--- src/rtl/core/rbd_pkg.sv ---
// Shared types, codes and defaults for the ring buffer deque.
package rbd_pkg;

    localparam int DEPTH_DEFAULT = 16;
    localparam int WORD_W        = 32;
    localparam int FUNC_W        = 2;
    localparam int STATUS_W      = 2;
    localparam int FILL_W        = 5;

    typedef logic [FUNC_W-1:0]   t_func;
    typedef logic [STATUS_W-1:0] t_status;
    typedef logic [WORD_W-1:0]   t_word;
    typedef logic [FILL_W-1:0]   t_fill;

    localparam t_func FUNC_PUSH_BACK  = 2'd0;
    localparam t_func FUNC_PUSH_FRONT = 2'd1;
    localparam t_func FUNC_POP_FRONT  = 2'd2;
    localparam t_func FUNC_POP_BACK   = 2'd3;

    localparam t_status ST_OK    = 2'd0;
    localparam t_status ST_FULL  = 2'd1;
    localparam t_status ST_EMPTY = 2'd2;

    typedef struct packed {
        t_func func;
        t_word push_value;
    } t_in;

    typedef struct packed {
        t_word   pop_value;
        t_status status;
        logic    is_empty;
        t_fill   fill_count;
    } t_out;

    typedef struct packed {
        logic wr_en;
        logic rd_en;
    } t_mem_ctl;

endpackage

--- src/rtl/core/ring_buffer_deque_core.sv ---
// Ring buffer deque top level: pointer control, store access and result stage.
//
//   channel  direction  valid        stall         payload
//   in       input      i_in_valid   o_in_stall    i_in_data  (rbd_pkg::t_in)
//   out      output     o_out_valid  i_out_stall   o_out_data (rbd_pkg::t_out)
//
// One request per cycle while o_in_stall is low; its result passes through the read stage and then the result register.
// The store has one port, so a request writes or reads at most one entry.
// Reset clears head, count and the valid bits of both stages; the store is not cleared.
// An output stall holds the result register, then the read stage, then input.
module ring_buffer_deque_core #(
    parameter int DEPTH = rbd_pkg::DEPTH_DEFAULT
) (
    input  logic          i_clk,
    input  logic          i_rst_n,
    input  logic          i_in_valid,
    output logic          o_in_stall,
    input  rbd_pkg::t_in  i_in_data,
    output logic          o_out_valid,
    input  logic          i_out_stall,
    output rbd_pkg::t_out o_out_data
);

    localparam int AW = $clog2(DEPTH);
    localparam int CW = $clog2(DEPTH + 1);
    localparam int SW = AW + 1;
    localparam logic [SW-1:0] DEPTH_S = SW'(DEPTH);
    localparam logic [CW-1:0] DEPTH_C = CW'(DEPTH);
    localparam logic [AW-1:0] LAST_A  = AW'(DEPTH - 1);

    logic [AW-1:0] r_head, n_head;
    logic [CW-1:0] r_count, n_count;

    logic            r_s1_valid;
    rbd_pkg::t_status r_s1_status;
    logic [CW-1:0]   r_s1_count;
    logic            r_s1_pop;

    logic          r_out_valid;
    rbd_pkg::t_out r_out;

    logic              w_acc, w_push, w_full, w_empty, w_s1_move;
    logic [SW-1:0]     w_head_ext, w_cnt_ext, w_back_sum, w_last_sum, w_next_sum;
    logic [AW-1:0]     w_back_pos, w_last_pos, w_next_pos, w_prev_pos, w_addr;
    rbd_pkg::t_mem_ctl w_ctl;
    rbd_pkg::t_status  w_status;
    rbd_pkg::t_word    w_rd_data;

    assign w_s1_move  = r_s1_valid && (!r_out_valid || !i_out_stall);
    assign o_in_stall = r_s1_valid && !w_s1_move;
    assign w_acc      = i_in_valid && !o_in_stall;

    assign w_push  = (i_in_data.func == rbd_pkg::FUNC_PUSH_BACK) ||
                     (i_in_data.func == rbd_pkg::FUNC_PUSH_FRONT);
    assign w_full  = (r_count == DEPTH_C);
    assign w_empty = (r_count == '0);

    assign w_head_ext = SW'(r_head);
    assign w_cnt_ext  = SW'(r_count);
    assign w_back_sum = w_head_ext + w_cnt_ext;
    assign w_last_sum = w_back_sum - SW'(1);
    assign w_next_sum = w_head_ext + SW'(1);

    assign w_back_pos = (w_back_sum >= DEPTH_S) ? AW'(w_back_sum - DEPTH_S) : AW'(w_back_sum);
    assign w_last_pos = (w_last_sum >= DEPTH_S) ? AW'(w_last_sum - DEPTH_S) : AW'(w_last_sum);
    assign w_next_pos = (w_next_sum >= DEPTH_S) ? AW'(w_next_sum - DEPTH_S) : AW'(w_next_sum);
    assign w_prev_pos = (r_head == '0) ? LAST_A : r_head - AW'(1);

    always_comb begin
        n_head      = r_head;
        n_count     = r_count;
        w_addr      = w_back_pos;
        w_ctl       = '0;
        w_status    = rbd_pkg::ST_OK;
        unique case (i_in_data.func)
            rbd_pkg::FUNC_PUSH_BACK: begin
                if (w_full) begin
                    w_status = rbd_pkg::ST_FULL;
                end else begin
                    w_ctl.wr_en = w_acc;
                    n_count     = r_count + CW'(1);
                end
            end
            rbd_pkg::FUNC_PUSH_FRONT: begin
                w_addr = w_prev_pos;
                if (w_full) begin
                    w_status = rbd_pkg::ST_FULL;
                end else begin
                    w_ctl.wr_en = w_acc;
                    n_head      = w_prev_pos;
                    n_count     = r_count + CW'(1);
                end
            end
            rbd_pkg::FUNC_POP_FRONT: begin
                w_addr = r_head;
                if (w_empty) begin
                    w_status = rbd_pkg::ST_EMPTY;
                end else begin
                    w_ctl.rd_en = w_acc;
                    n_head      = w_next_pos;
                    n_count     = r_count - CW'(1);
                end
            end
            rbd_pkg::FUNC_POP_BACK: begin
                w_addr = w_last_pos;
                if (w_empty) begin
                    w_status = rbd_pkg::ST_EMPTY;
                end else begin
                    w_ctl.rd_en = w_acc;
                    n_count     = r_count - CW'(1);
                end
            end
            default: begin
                w_status = rbd_pkg::ST_OK;
            end
        endcase
    end

    rbd_store #(
        .DEPTH (DEPTH),
        .AW    (AW)
    ) u_store (
        .i_clk     (i_clk),
        .i_ctl     (w_ctl),
        .i_addr    (w_addr),
        .i_wr_data (i_in_data.push_value),
        .o_rd_data (w_rd_data)
    );

    always_ff @(posedge i_clk) begin
        if (!i_rst_n) begin
            r_head  <= '0;
            r_count <= '0;
        end else if (w_acc) begin
            r_head  <= n_head;
            r_count <= n_count;
        end
    end

    always_ff @(posedge i_clk) begin
        if (!i_rst_n) begin
            r_s1_valid <= 1'b0;
        end else if (w_acc) begin
            r_s1_valid <= 1'b1;
        end else if (w_s1_move) begin
            r_s1_valid <= 1'b0;
        end
    end

    always_ff @(posedge i_clk) begin
        if (w_acc) begin
            r_s1_status <= w_status;
            r_s1_count  <= n_count;
            r_s1_pop    <= w_ctl.rd_en;
        end
    end

    always_ff @(posedge i_clk) begin
        if (!i_rst_n) begin
            r_out_valid <= 1'b0;
        end else if (w_s1_move) begin
            r_out_valid <= 1'b1;
        end else if (!i_out_stall) begin
            r_out_valid <= 1'b0;
        end
    end

    always_ff @(posedge i_clk) begin
        if (w_s1_move) begin
            r_out.pop_value  <= r_s1_pop ? w_rd_data : '0;
            r_out.status     <= r_s1_status;
            r_out.is_empty   <= (r_s1_count == '0);
            r_out.fill_count <= rbd_pkg::t_fill'(r_s1_count);
        end
    end

    assign o_out_valid = r_out_valid;
    assign o_out_data  = r_out;

    a_count_bound: assert property (@(posedge i_clk) disable iff (!i_rst_n)
        r_count <= DEPTH_C)
        else $error("entry count above depth");

    a_stall_only_when_busy: assert property (@(posedge i_clk) disable iff (!i_rst_n)
        o_in_stall |-> (r_s1_valid && r_out_valid))
        else $error("input stalled with an empty pipeline");

    a_push_counts: assert property (@(posedge i_clk) disable iff (!i_rst_n)
        (w_acc && w_push && !w_full) |=> (r_count == CW'($past(r_count) + CW'(1))))
        else $error("accepted push did not advance count");

    a_pop_needs_entry: assert property (@(posedge i_clk) disable iff (!i_rst_n)
        w_ctl.rd_en |-> !w_empty)
        else $error("store read issued on empty queue");

    a_error_zero_value: assert property (@(posedge i_clk) disable iff (!i_rst_n)
        (r_out_valid && r_out.status != rbd_pkg::ST_OK) |-> (r_out.pop_value == '0))
        else $error("failed beat carries a nonzero word");

endmodule

--- src/rtl/core/rbd_store.sv ---
// Entry store: single-port synchronous memory with registered read data.
module rbd_store #(
    parameter int DEPTH = rbd_pkg::DEPTH_DEFAULT,
    parameter int AW    = $clog2(DEPTH)
) (
    input  logic              i_clk,
    input  rbd_pkg::t_mem_ctl i_ctl,
    input  logic [AW-1:0]     i_addr,
    input  rbd_pkg::t_word    i_wr_data,
    output rbd_pkg::t_word    o_rd_data
);

    rbd_pkg::t_word r_mem [DEPTH];
    rbd_pkg::t_word r_rd_data;

    always_ff @(posedge i_clk) begin
        if (i_ctl.wr_en) begin
            r_mem[i_addr] <= i_wr_data;
        end
    end

    always_ff @(posedge i_clk) begin
        if (i_ctl.rd_en) begin
            r_rd_data <= r_mem[i_addr];
        end
    end

    assign o_rd_data = r_rd_data;

endmodule

--- config.mk ---
export PLATFORM = sky130hd
export DESIGN_NAME = ring_buffer_deque_core
export DESIGN_NICKNAME = d
export VERILOG_FILES = /design/src/rtl/core/rbd_pkg.sv /design/src/rtl/core/ring_buffer_deque_core.sv /design/src/rtl/core/rbd_store.sv
export SDC_FILE = /design/constraint.sdc
export NUM_CORES = 1
export LEC_CHECK = 0
export ABC_AREA = 1
export BUFFER_PORTS_ARGS = -buffer_cell sky130_fd_sc_hd__buf_2
export CORE_AREA = 2 2 200 202
export CTS_BUF_LIST = sky130_fd_sc_hd__clkbuf_4
export DETAILED_ROUTE_END_ITERATION = 10
export DIE_AREA = 0 0 202 204
export GPL_ROUTABILITY_DRIVEN = 1
export PLACE_DENSITY = 0.82
export SLEW_MARGIN = 0
export SYNTH_ARGS = -nofsm -noshare
export SYNTH_HDL_FRONTEND = slang
export SYNTH_SLANG_ARGS = --single-unit
--- constraint.sdc ---
create_clock -name i_clk -period 10.27 [get_ports i_clk]
set_input_delay 1.5405 -clock i_clk [delete_from_list [all_inputs] [get_ports i_clk]]
set_output_delay 1.5405 -clock i_clk [all_outputs]
set_load 0.03 [all_outputs]
-- Yosys cells after proc, flatten, opt, wreduce, memory -nomap -nowiden
Memories as Yosys holds them, arrays and structs flattened. A register that Yosys moved wholly into a read port is not among the register bits.
Cells that the tools add are included.
- memories kept: 1
- register bits after elaboration: 59
- output and inout bits: 42
- logic and storage cells: 72
- memory bits (writable): 512
- memory list (name ; depth ; width ; read ports ; clocked after memory_dff ; wr ports ; line ; text):
    u_store.r_mem ; 16 ; 32 ; 1 ; 1 ; 1 ; rbd_store.sv:13 ; rbd_pkg::t_word r_mem [DEPTH];
- equality and inequality tests: 7
- multiplexer cells: 24
- order comparisons: 3
- $add $sub $neg: 9
- reductions and logical operators: 17
- operators with widths (kind ; number):
    2-to-1 mux 4 bit ; 6
    subtractor 4 x 1 -> 4 bit, second input constant ; 4
    >= comparator 5 bit, second input constant ; 3
    one-hot mux 4 bit (3 select lines) ; 1
    2-to-1 mux 1 bit ; 11
    zero test 5 bit ; 2
    2-to-1 mux 5 bit ; 2
    one-hot mux 5 bit (2 select lines) ; 1
    subtractor 5 x 1 -> 5 bit, second input constant ; 2
    one-hot mux 4 bit (2 select lines) ; 1
    adder 4 x 1 -> 5 bit, second input constant ; 1
    adder 4 x 5 -> 5 bit ; 1
    adder 5 x 1 -> 5 bit, second input constant ; 1
    == test 5 bit, second input constant ; 1
    == test 2 bit, second input constant ; 2
    zero test 1 bit ; 4
    zero test 4 bit ; 1
    inequality test 2 bit, second input constant ; 2
    one-hot mux 2 bit (2 select lines) ; 1
    AND reduction 4 bit ; 1
    nonzero test 2 bit ; 2
    OR reduction 2 bit ; 2
    logical AND 1 bit ; 3
    == test 2 x 1 -> 1 bit, second input constant ; 1
    other kinds (4) ; 4

-- Logic depth before layout (Yosys ltp)
Gate-level depths: netlist of the first run.
- word-level depth: 11
- mapped depth: 15
- gate-level depth less buffers: 13

-- Hierarchy
Synthesis of the first run repeated with hierarchy kept, for this count alone.
- cells, all modules: 2418
- area, all modules: 25395.6 um2
- modules (own cells, without submodules) (module ; cells an instance ; seq. area each (um2) ; area an instance (um2) ; instances):
    rbd_store ; 2113 ; 16335.7 ; 22534.1 ; 1
    ring_buffer_deque_core ; 305 ; 1661.6 ; 2861.5 ; 1

-- Worst setup path before layout of the first run
OpenSTA, ideal clock, no wires.
- path type: input-to-reg
- start: input i_in_data[33] in the netlist's numbering
- end: memory u_store.r_mem[0][0] in the netlist's numbering (enable)
- required time: 9849 ps
- library setup time: 421 ps
- slack: 5741 ps
- buffers on the path: 3
- stages on the path: 11
- data arrival time: 4108 ps
- cell sequence: buf_2 -> inv_2 -> nand2_2 -> inv_2 -> a21oi_1 -> nor2_1 -> a21oi_1 -> buf_4 -> buf_2 -> nand2_1 -> nor2_1
- word-level cells in the longest chain between the ends: 5
- RTL lines (what ; line ; text):
    start, declared ; ring_buffer_deque_core.sv:18 ; input rbd_pkg::t_in i_in_data,
    == test 2 x 1 -> 1 bit or zero test 2 bit (tied branches) ; ring_buffer_deque_core.sv:75 ; unique case (i_in_data.func)
    OR reduction 2 bit (no source line) ; -- ;
    2-to-1 mux 1 bit ; -- ;
    2-to-1 mux 1 bit ; rbd_store.sv:17 ; if (i_ctl.wr_en) begin
    2-to-1 mux 1 bit (implied by the code) ; rbd_store.sv:18 ; r_mem[i_addr] <= i_wr_data;
    end, declared ; rbd_store.sv:13 ;
Several ways; a longest one is shown, not always the timed one.

-- Worst setup path after layout of the first run
- start: input i_in_data[33] in the netlist's numbering
- end: memory u_store.r_mem[4][23] in the netlist's numbering (enable)
The elaborated chain is that of the path after synthesis.

==> flow_metrics.tcl, run 1 <==
set metrics [dict create \
    crit_path_end_kind "flop" \
    cts_resized 0 \
    core_sq_um 39200 \
    worstHoldPathType "flop to flop" \
    synth_edf_count 592 \
    htree_levels 4 \
    synth-seq-area-share 0.717 \
    rsz0062_at_grt "no" \
    layout-drive-gt1-share 0.138 \
    clkSlewWorstSetupHoldPaths_ns 0.07 \
    postCtsHoldBufs 0 \
    grt_max_degree 156 \
    worstSkewPairLatency_ns 0.88 \
    rows 73 \
    outcome "finished, final reports clean" \
    finClkSkew_ns 0.0556 \
    tns_ns 0 \
    worst_pin_slew_ns 1.31 \
    drv_slew 0 \
    power_density_nw_per_um2 201 \
    clock-root-buffer "clkbuf_4" \
    wl_per_cell_um 19.4 \
    routed_wirelength_um 57600 \
    grt.busiest_layer "met2" \
    dieArea_sq_um 41200 \
    p_leak_uw 0.0110 \
    cts_tree "yes" \
    grt_util_met2 0.472 \
    clkSinkCount 603 \
    vias 17500 \
    p_total_uw 5550 \
    initial_core_util 0.641 \
    relSlewSlack 0.123 \
    fp.dieH_um 204 \
    fmax_mhz 178 \
    grt_use_met1 0.366 \
    synthDistinctLibCells 31 \
    ys_ff_latch 603 \
    first_iter_violations 2228 \
    start_kind "input pin" \
    syn_inst 2239 \
    hold_viol 0 \
    post-cts-setup-buffer-count 0 \
    min_period_ns 5.62 \
    portBuffers 79 \
    antenna_left 0 \
    synth.avg_cell_area_sq_um 11.2 \
    grt_pass1_vias 17200 \
    fin_nets 2392 \
    met3_usage 0.0544 \
    crit_type "input pin to flop" \
    finalCritPeriodShare 0.547 \
    dieWidth_um 202 \
    synth.net_count 2287 \
    ys_warn_count 0 \
    post_dp_cell_area_sq_um 25800 \
    synth_flop_cell "edfxtp_1" \
    drc 0 \
    finish.instance_area_sq_um 27600 \
    setup_viol 0 \
    post-dp-hpwl_um 30800 \
    drv_cap 0 \
    synth_area_sq_um 25100 \
    grt_pass1_wl_um 89700 \
    cts_made_buffers 149 \
    crit_fanout 155 \
    cp.required_ns 10.71 \
    overflow 0 \
    max-clock-path-buffers 3 \
    pin_count 80 \
    vias_per_cell 5.90 \
    ir_drop_mv 0.105 \
    async_flop_share 0 \
    gp_congestion 0.867 \
    utilization 0.703 \
    syn2layout_area_growth_pct 9.79 \
    arrival_ns 6.05 \
    grt_use_total 0.284 \
    antenna_found_initial 1 \
    drt_pass1_iterations 7 \
]
-- layout make-up --
class / count / area, sq um
fill: 2624 / 11600
sequential: 603 / 18000
multi-input combinational: 1436 / 6420
tap: 525 / 657
clock buffer: 204 / 1530
timing repair buffer: 94 / 508
inverter: 60 / 228
clock inverter: 40 / 206
antenna: 1 / 2.50
-- worst max-delay path, stage by stage --
cell and delay [ns]:
buf_2 0.16, nand2_1 0.14, nor2_1 0.07, nor2_1 0.31, nand2_8 0.58, nand2_8 0.80, buf_4 0.76, nand3_1 0.51
nor2_4 0.99
-- logic make-up after synthesis --
family | Yosys count | synth area share
buffers and inverters | 200 | 0.0350
adders and majority gates | 10 | 0.00528
xor gates and xnor gates | 11 | 0.00384
DFF | 603 | 0.717
AOI/OAI and AO/OA | 40 | 0.00912
and+or+nand+nor | 1375 | 0.230
-- metal layers --
| layer | part of all wire | wire (um) | vias up |
|---|---|---|---|
| li1 | - | - | 8026 |
| met1 | 0.38 | 21900 | 8255 |
| met2 | 0.50 | 28600 | 1041 |
| met3 | 0.094 | 5390 | 163 |
| met4 | 0.031 | 1770 | 0 |
| met5 | 0 | 0 | - |
-- Yosys cell counts (2+ instances only) --
| cell | number | area (sq um) |
|---|---|---|
| xor2_1 | 6 | 52.6 |
| o22ai_1 | 2 | 12.5 |
| a21oi_1 | 20 | 100 |
| edfxtp_1 | 592 | 17800 |
| nand2_1 | 871 | 3270 |
| inv_2 | 4 | 15.0 |
| o21ai_1 | 2 | 10.0 |
| nand2_2 | 5 | 31.3 |
| inv_1 | 55 | 206 |
| xnor2_1 | 5 | 43.8 |
| nor3_1 | 2 | 10.0 |
| or2_1 | 2 | 12.5 |
| o21ai_0 | 11 | 55.1 |
| nor2_1 | 34 | 128 |
| buf_2 | 83 | 415 |
| ha_1 | 9 | 113 |
| clkbuf_1 | 49 | 184 |
| dfxtp_1 | 11 | 220 |
| buf_4 | 6 | 45.0 |
| nand3_1 | 457 | 2290 |
| nand4_1 | 3 | 18.8 |
-- report_power, final --
part           total, uW  internal [uW]  switching [uW]
Combinational        873            222             650
Sequential          2820           2800            22.5
Clock               1850            960             894
-- layout by cell type, fill, tap and decap left out, types with 2 or more instances in the layout --
| master | Yosys | layout |
|---|---|---|
| nor2_1 | 34 | 17 |
| inv_2 | 4 | 9 |
| xnor2_1 | 5 | 5 |
| inv_1 | 55 | 55 |
| nor2_4 | 0 | 17 |
| buf_4 | 6 | 15 |
| nand4_1 | 3 | 3 |
| bufinv_16 | 0 | 2 |
| edfxtp_1 | 592 | 592 |
| clkinv_1 | 1 | 32 |
| or2_1 | 2 | 2 |
| nand2_2 | 5 | 2 |
| o21ai_0 | 11 | 11 |
| a21oi_1 | 20 | 18 |
| clkbuf_4 | 0 | 204 |
| a21oi_4 | 0 | 2 |
| nand3_1 | 457 | 457 |
| xor2_1 | 6 | 6 |
| buf_2 | 83 | 79 |
| dfxtp_1 | 11 | 11 |
| o22ai_1 | 2 | 2 |
| nand2_1 | 871 | 871 |
| ha_1 | 9 | 9 |
| nor3_1 | 2 | 2 |
| nand2_8 | 0 | 3 |
-- metrics by stage --
step	hold slack (ns)	cells	worst slack (ns)
5_1_grt	0.438	2963	4.43
6_report	0.429	2963	4.65
3_3_place_gp	0.402	2718	4.01
4_1_cts	0.430	2962	4.78
3_5_place_dp	0.414	2718	3.93
2_1_floorplan	0.400	2239	5.74
-- path summary, 6_finish.rpt --
check	endpoint	slack [ns]	from	cells past startpoint
min	o_out_data[6]	0.43	r_s1_status[0]	0
max reg2reg	u_store.r_mem[4][23]	4.91	r_head[0]	10
min reg2reg	o_out_data[6]	0.43	r_s1_status[0]	0
max	u_store.r_mem[4][23]	4.65	i_in_data[33]	9
-- flip-flops by register name (all words and copies together), names as in the netlist --
register,cells
u_store.r_mem,512
o_out_data,40
u_store.o_rd_data,32
r_count,5
r_s1_count,5
r_head,4
r_s1_status,2
o_out_valid,1
r_s1_pop,1
r_s1_valid,1
Power figures use the tool's default switching activity.
==> run 2, diff against run 1 <==
--- a/config.mk
+++ b/config.mk
@@ -7,12 +7,12 @@
 export LEC_CHECK = 0
 export ABC_AREA = 1
 export BUFFER_PORTS_ARGS = -buffer_cell sky130_fd_sc_hd__buf_2
-export CORE_AREA = 2 2 200 202
+export CORE_AREA = 2 2 202 204
 export CTS_BUF_LIST = sky130_fd_sc_hd__clkbuf_4
 export DETAILED_ROUTE_END_ITERATION = 10
-export DIE_AREA = 0 0 202 204
+export DIE_AREA = 0 0 204 206
 export GPL_ROUTABILITY_DRIVEN = 1
-export PLACE_DENSITY = 0.82
+export PLACE_DENSITY = 0.81
 export SLEW_MARGIN = 0
 export SYNTH_ARGS = -nofsm -noshare
 export SYNTH_HDL_FRONTEND = slang
==> constraint.sdc (replaced) <==
create_clock -name i_clk -period 5.2 [get_ports i_clk]
set_input_delay 0.78 -clock i_clk [delete_from_list [all_inputs] [get_ports i_clk]]
set_output_delay 0.78 -clock i_clk [all_outputs]
set_load 0.03 [all_outputs]
==> run 2 against run 1 <==
Net effect: clock skew fell by 0.0072 ns; die area rose by 2.0%; final cell count rose by 1.2%; sequential power rose by 98%; combinational power rose by 100%; worst setup slack got worse by 3.8 ns; register-to-register slack got worse by 4.0 ns; final area rose by 1.7%; total power rose by 100%; wire length rose by 7.6%.
==> flow_metrics.tcl, run 2 (synthesized netlist as in run 1, its figures left out) <==
set metrics [dict create \
    cts_tree "yes" \
    drc 0 \
    vias_per_cell 5.96 \
    crit_type "flop to flop" \
    critical_path.cell_chain "ha_1, fa_1, inv_1, nand2_1, a21oi_1, inv_1, nand2_1, nand3_1, nand2_1, nand2_2, clkinv_1, buf_4, nand2_1, nor2_4, buf_4" \
    layout-drive-gt1-share 0.155 \
    rsz0062_at_grt "no" \
    final_cell_mix "871 x nand2_1, 592 x edfxtp_1, 457 x nand3_1" \
    fmax_mhz 232 \
    grt_pass1_wl_um 95900 \
    crit_path_end_kind "flop" \
    arrival_ns 4.81 \
    power_density_nw_per_um2 404 \
    first_iter_violations 2589 \
    hold_viol 0 \
    clock-root-buffer "clkbuf_4" \
    wl_per_cell_um 20.7 \
    pin_count 80 \
    relSlewSlack 0.264 \
    tns_ns 0 \
    post-dp-hpwl_um 33100 \
    p_leak_uw 0.0113 \
    hold_start "i_rst_n" \
    dieArea_sq_um 42000 \
    cp_common_cell "nand2_1" \
    p_total_uw 11300 \
    portBuffers 79 \
    fp.dieH_um 206 \
    regMostFlops "u_store.r_mem" \
    drv_slew 0 \
    cpMaxStageDelayCell "nor2_4" \
    min_path_cells 3 \
    rows 74 \
    grt_pass1_vias 17600 \
    fin_ws_ns 0.881 \
    cts_made_buffers 147 \
    ir_drop_mv 0.208 \
    fin_nets 2421 \
    dp_cells 2756 \
    gp_congestion 0.859 \
    vias 17900 \
    r2r-end "u_store.r_mem[10][29]" \
    worstSkewPairLatency_ns 0.85 \
    worstHoldPathType "input pin to flop" \
    cp.required_ns 5.69 \
    min_period_ns 4.32 \
    final_cells 3000 \
    antenna_found_initial 1 \
    holdPathEnd "r_head[1]" \
    finalCritPeriodShare 0.831 \
    largest_reg_flops 512 \
    max-clock-path-buffers 3 \
    grt_max_degree 171 \
    crit_fanout 18 \
    core_sq_um 40200 \
    syn2layout_area_growth_pct 11.7 \
    drt_pass1_iterations 7 \
    finClkSkew_ns 0.0484 \
    overflow 0 \
    dp_slack_ns 1.09 \
    crit_buf_inv 5 \
    grt_use_total 0.301 \
    outcome "finished, final reports clean" \
    postCtsHoldBufs 0 \
    worst_pin_slew_ns 1.10 \
    rrSetupSlack_ns 0.88 \
    start_kind "flop" \
    dieWidth_um 204 \
    r2r_start "r_head[0]" \
    final_common_cell "nand2_1" \
    initial_core_util 0.625 \
    slowest_delay_ns 0.69 \
    cts_resized 0 \
    htree_levels 4 \
    setup_viol 0 \
    routed_wirelength_um 62000 \
    rr_worst_depth 15 \
    path_delay_family "simple AND/OR/NAND/NOR gates" \
    clkSinkCount 603 \
    clkSlewWorstSetupHoldPaths_ns 0.08 \
    post-cts-setup-buffer-count 0 \
    antenna_left 0 \
    drv_cap 0 \
]
## run 2: how the worst max path moves through the flow
stage / startpoint / end / slack [ns] / cells past startpoint
5_1_grt: r_head[0] / u_store.r_mem[10][29] / 0.72 / 15
4_1_cts: r_head[0] / u_store.r_mem[10][29] / 0.96 / 15
6_report: r_head[0] / u_store.r_mem[10][29] / 0.88 / 15
3_5_place_dp: r_head[0] / u_store.r_mem[10][18] / 1.09 / 15
2_1_floorplan: r_head[0] / u_store.r_mem[3][0] / 1.10 / 10
3_3_place_gp: r_head[0] / u_store.r_mem[10][18] / 1.19 / 15
## run 2: metal layers
metal,share of wire,track usage
met5,0,0
met4,0.033,0.139
met3,0.11,0.0624
met2,0.49,0.495
met1,0.37,0.389
## run 2: power by group
group / switching (uW) / total (uW) / internal, uW
logic: 1300 / 1760 / 460
registers: 47.9 / 5570 / 5520
clock network: 1810 / 3980 / 2170
total: 3160 / 11300 / 8150
## run 2: final cells by class
class	instances	area [sq um]
tap	532	666
multi-input combinational	1436	6420
clock buffer	207	1550
antenna	2	5.00
timing repair buffer	125	828
inverter	60	228
clock inverter	35	325
fill	2767	12200
sequential	603	18000
## run 2: worst register-to-register path, stage by stage, from the launching register on
cell	delay [ns]
dfxtp_1	0.47
ha_1	0.23
fa_1	0.46
inv_1	0.12
nand2_1	0.07
a21oi_1	0.17
inv_1	0.07
nand2_1	0.07
nand3_1	0.06
nand2_1	0.09
nand2_2	0.35
clkinv_1	0.17
buf_4	0.29
nand2_1	0.30
nor2_4	0.69
buf_4	0.38
## run 2: stage by stage
step / cell area, sq um / hold WS [ns] / util
2_1_floorplan: 25100 / 0.400 / -
3_3_place_gp: 26100 / 0.406 / 0.651
3_5_place_dp: 26100 / 0.410 / 0.651
4_1_cts: 28000 / 0.162 / 0.697
5_1_grt: 28000 / 0.192 / 0.697
6_report: 28000 / 0.203 / 0.698
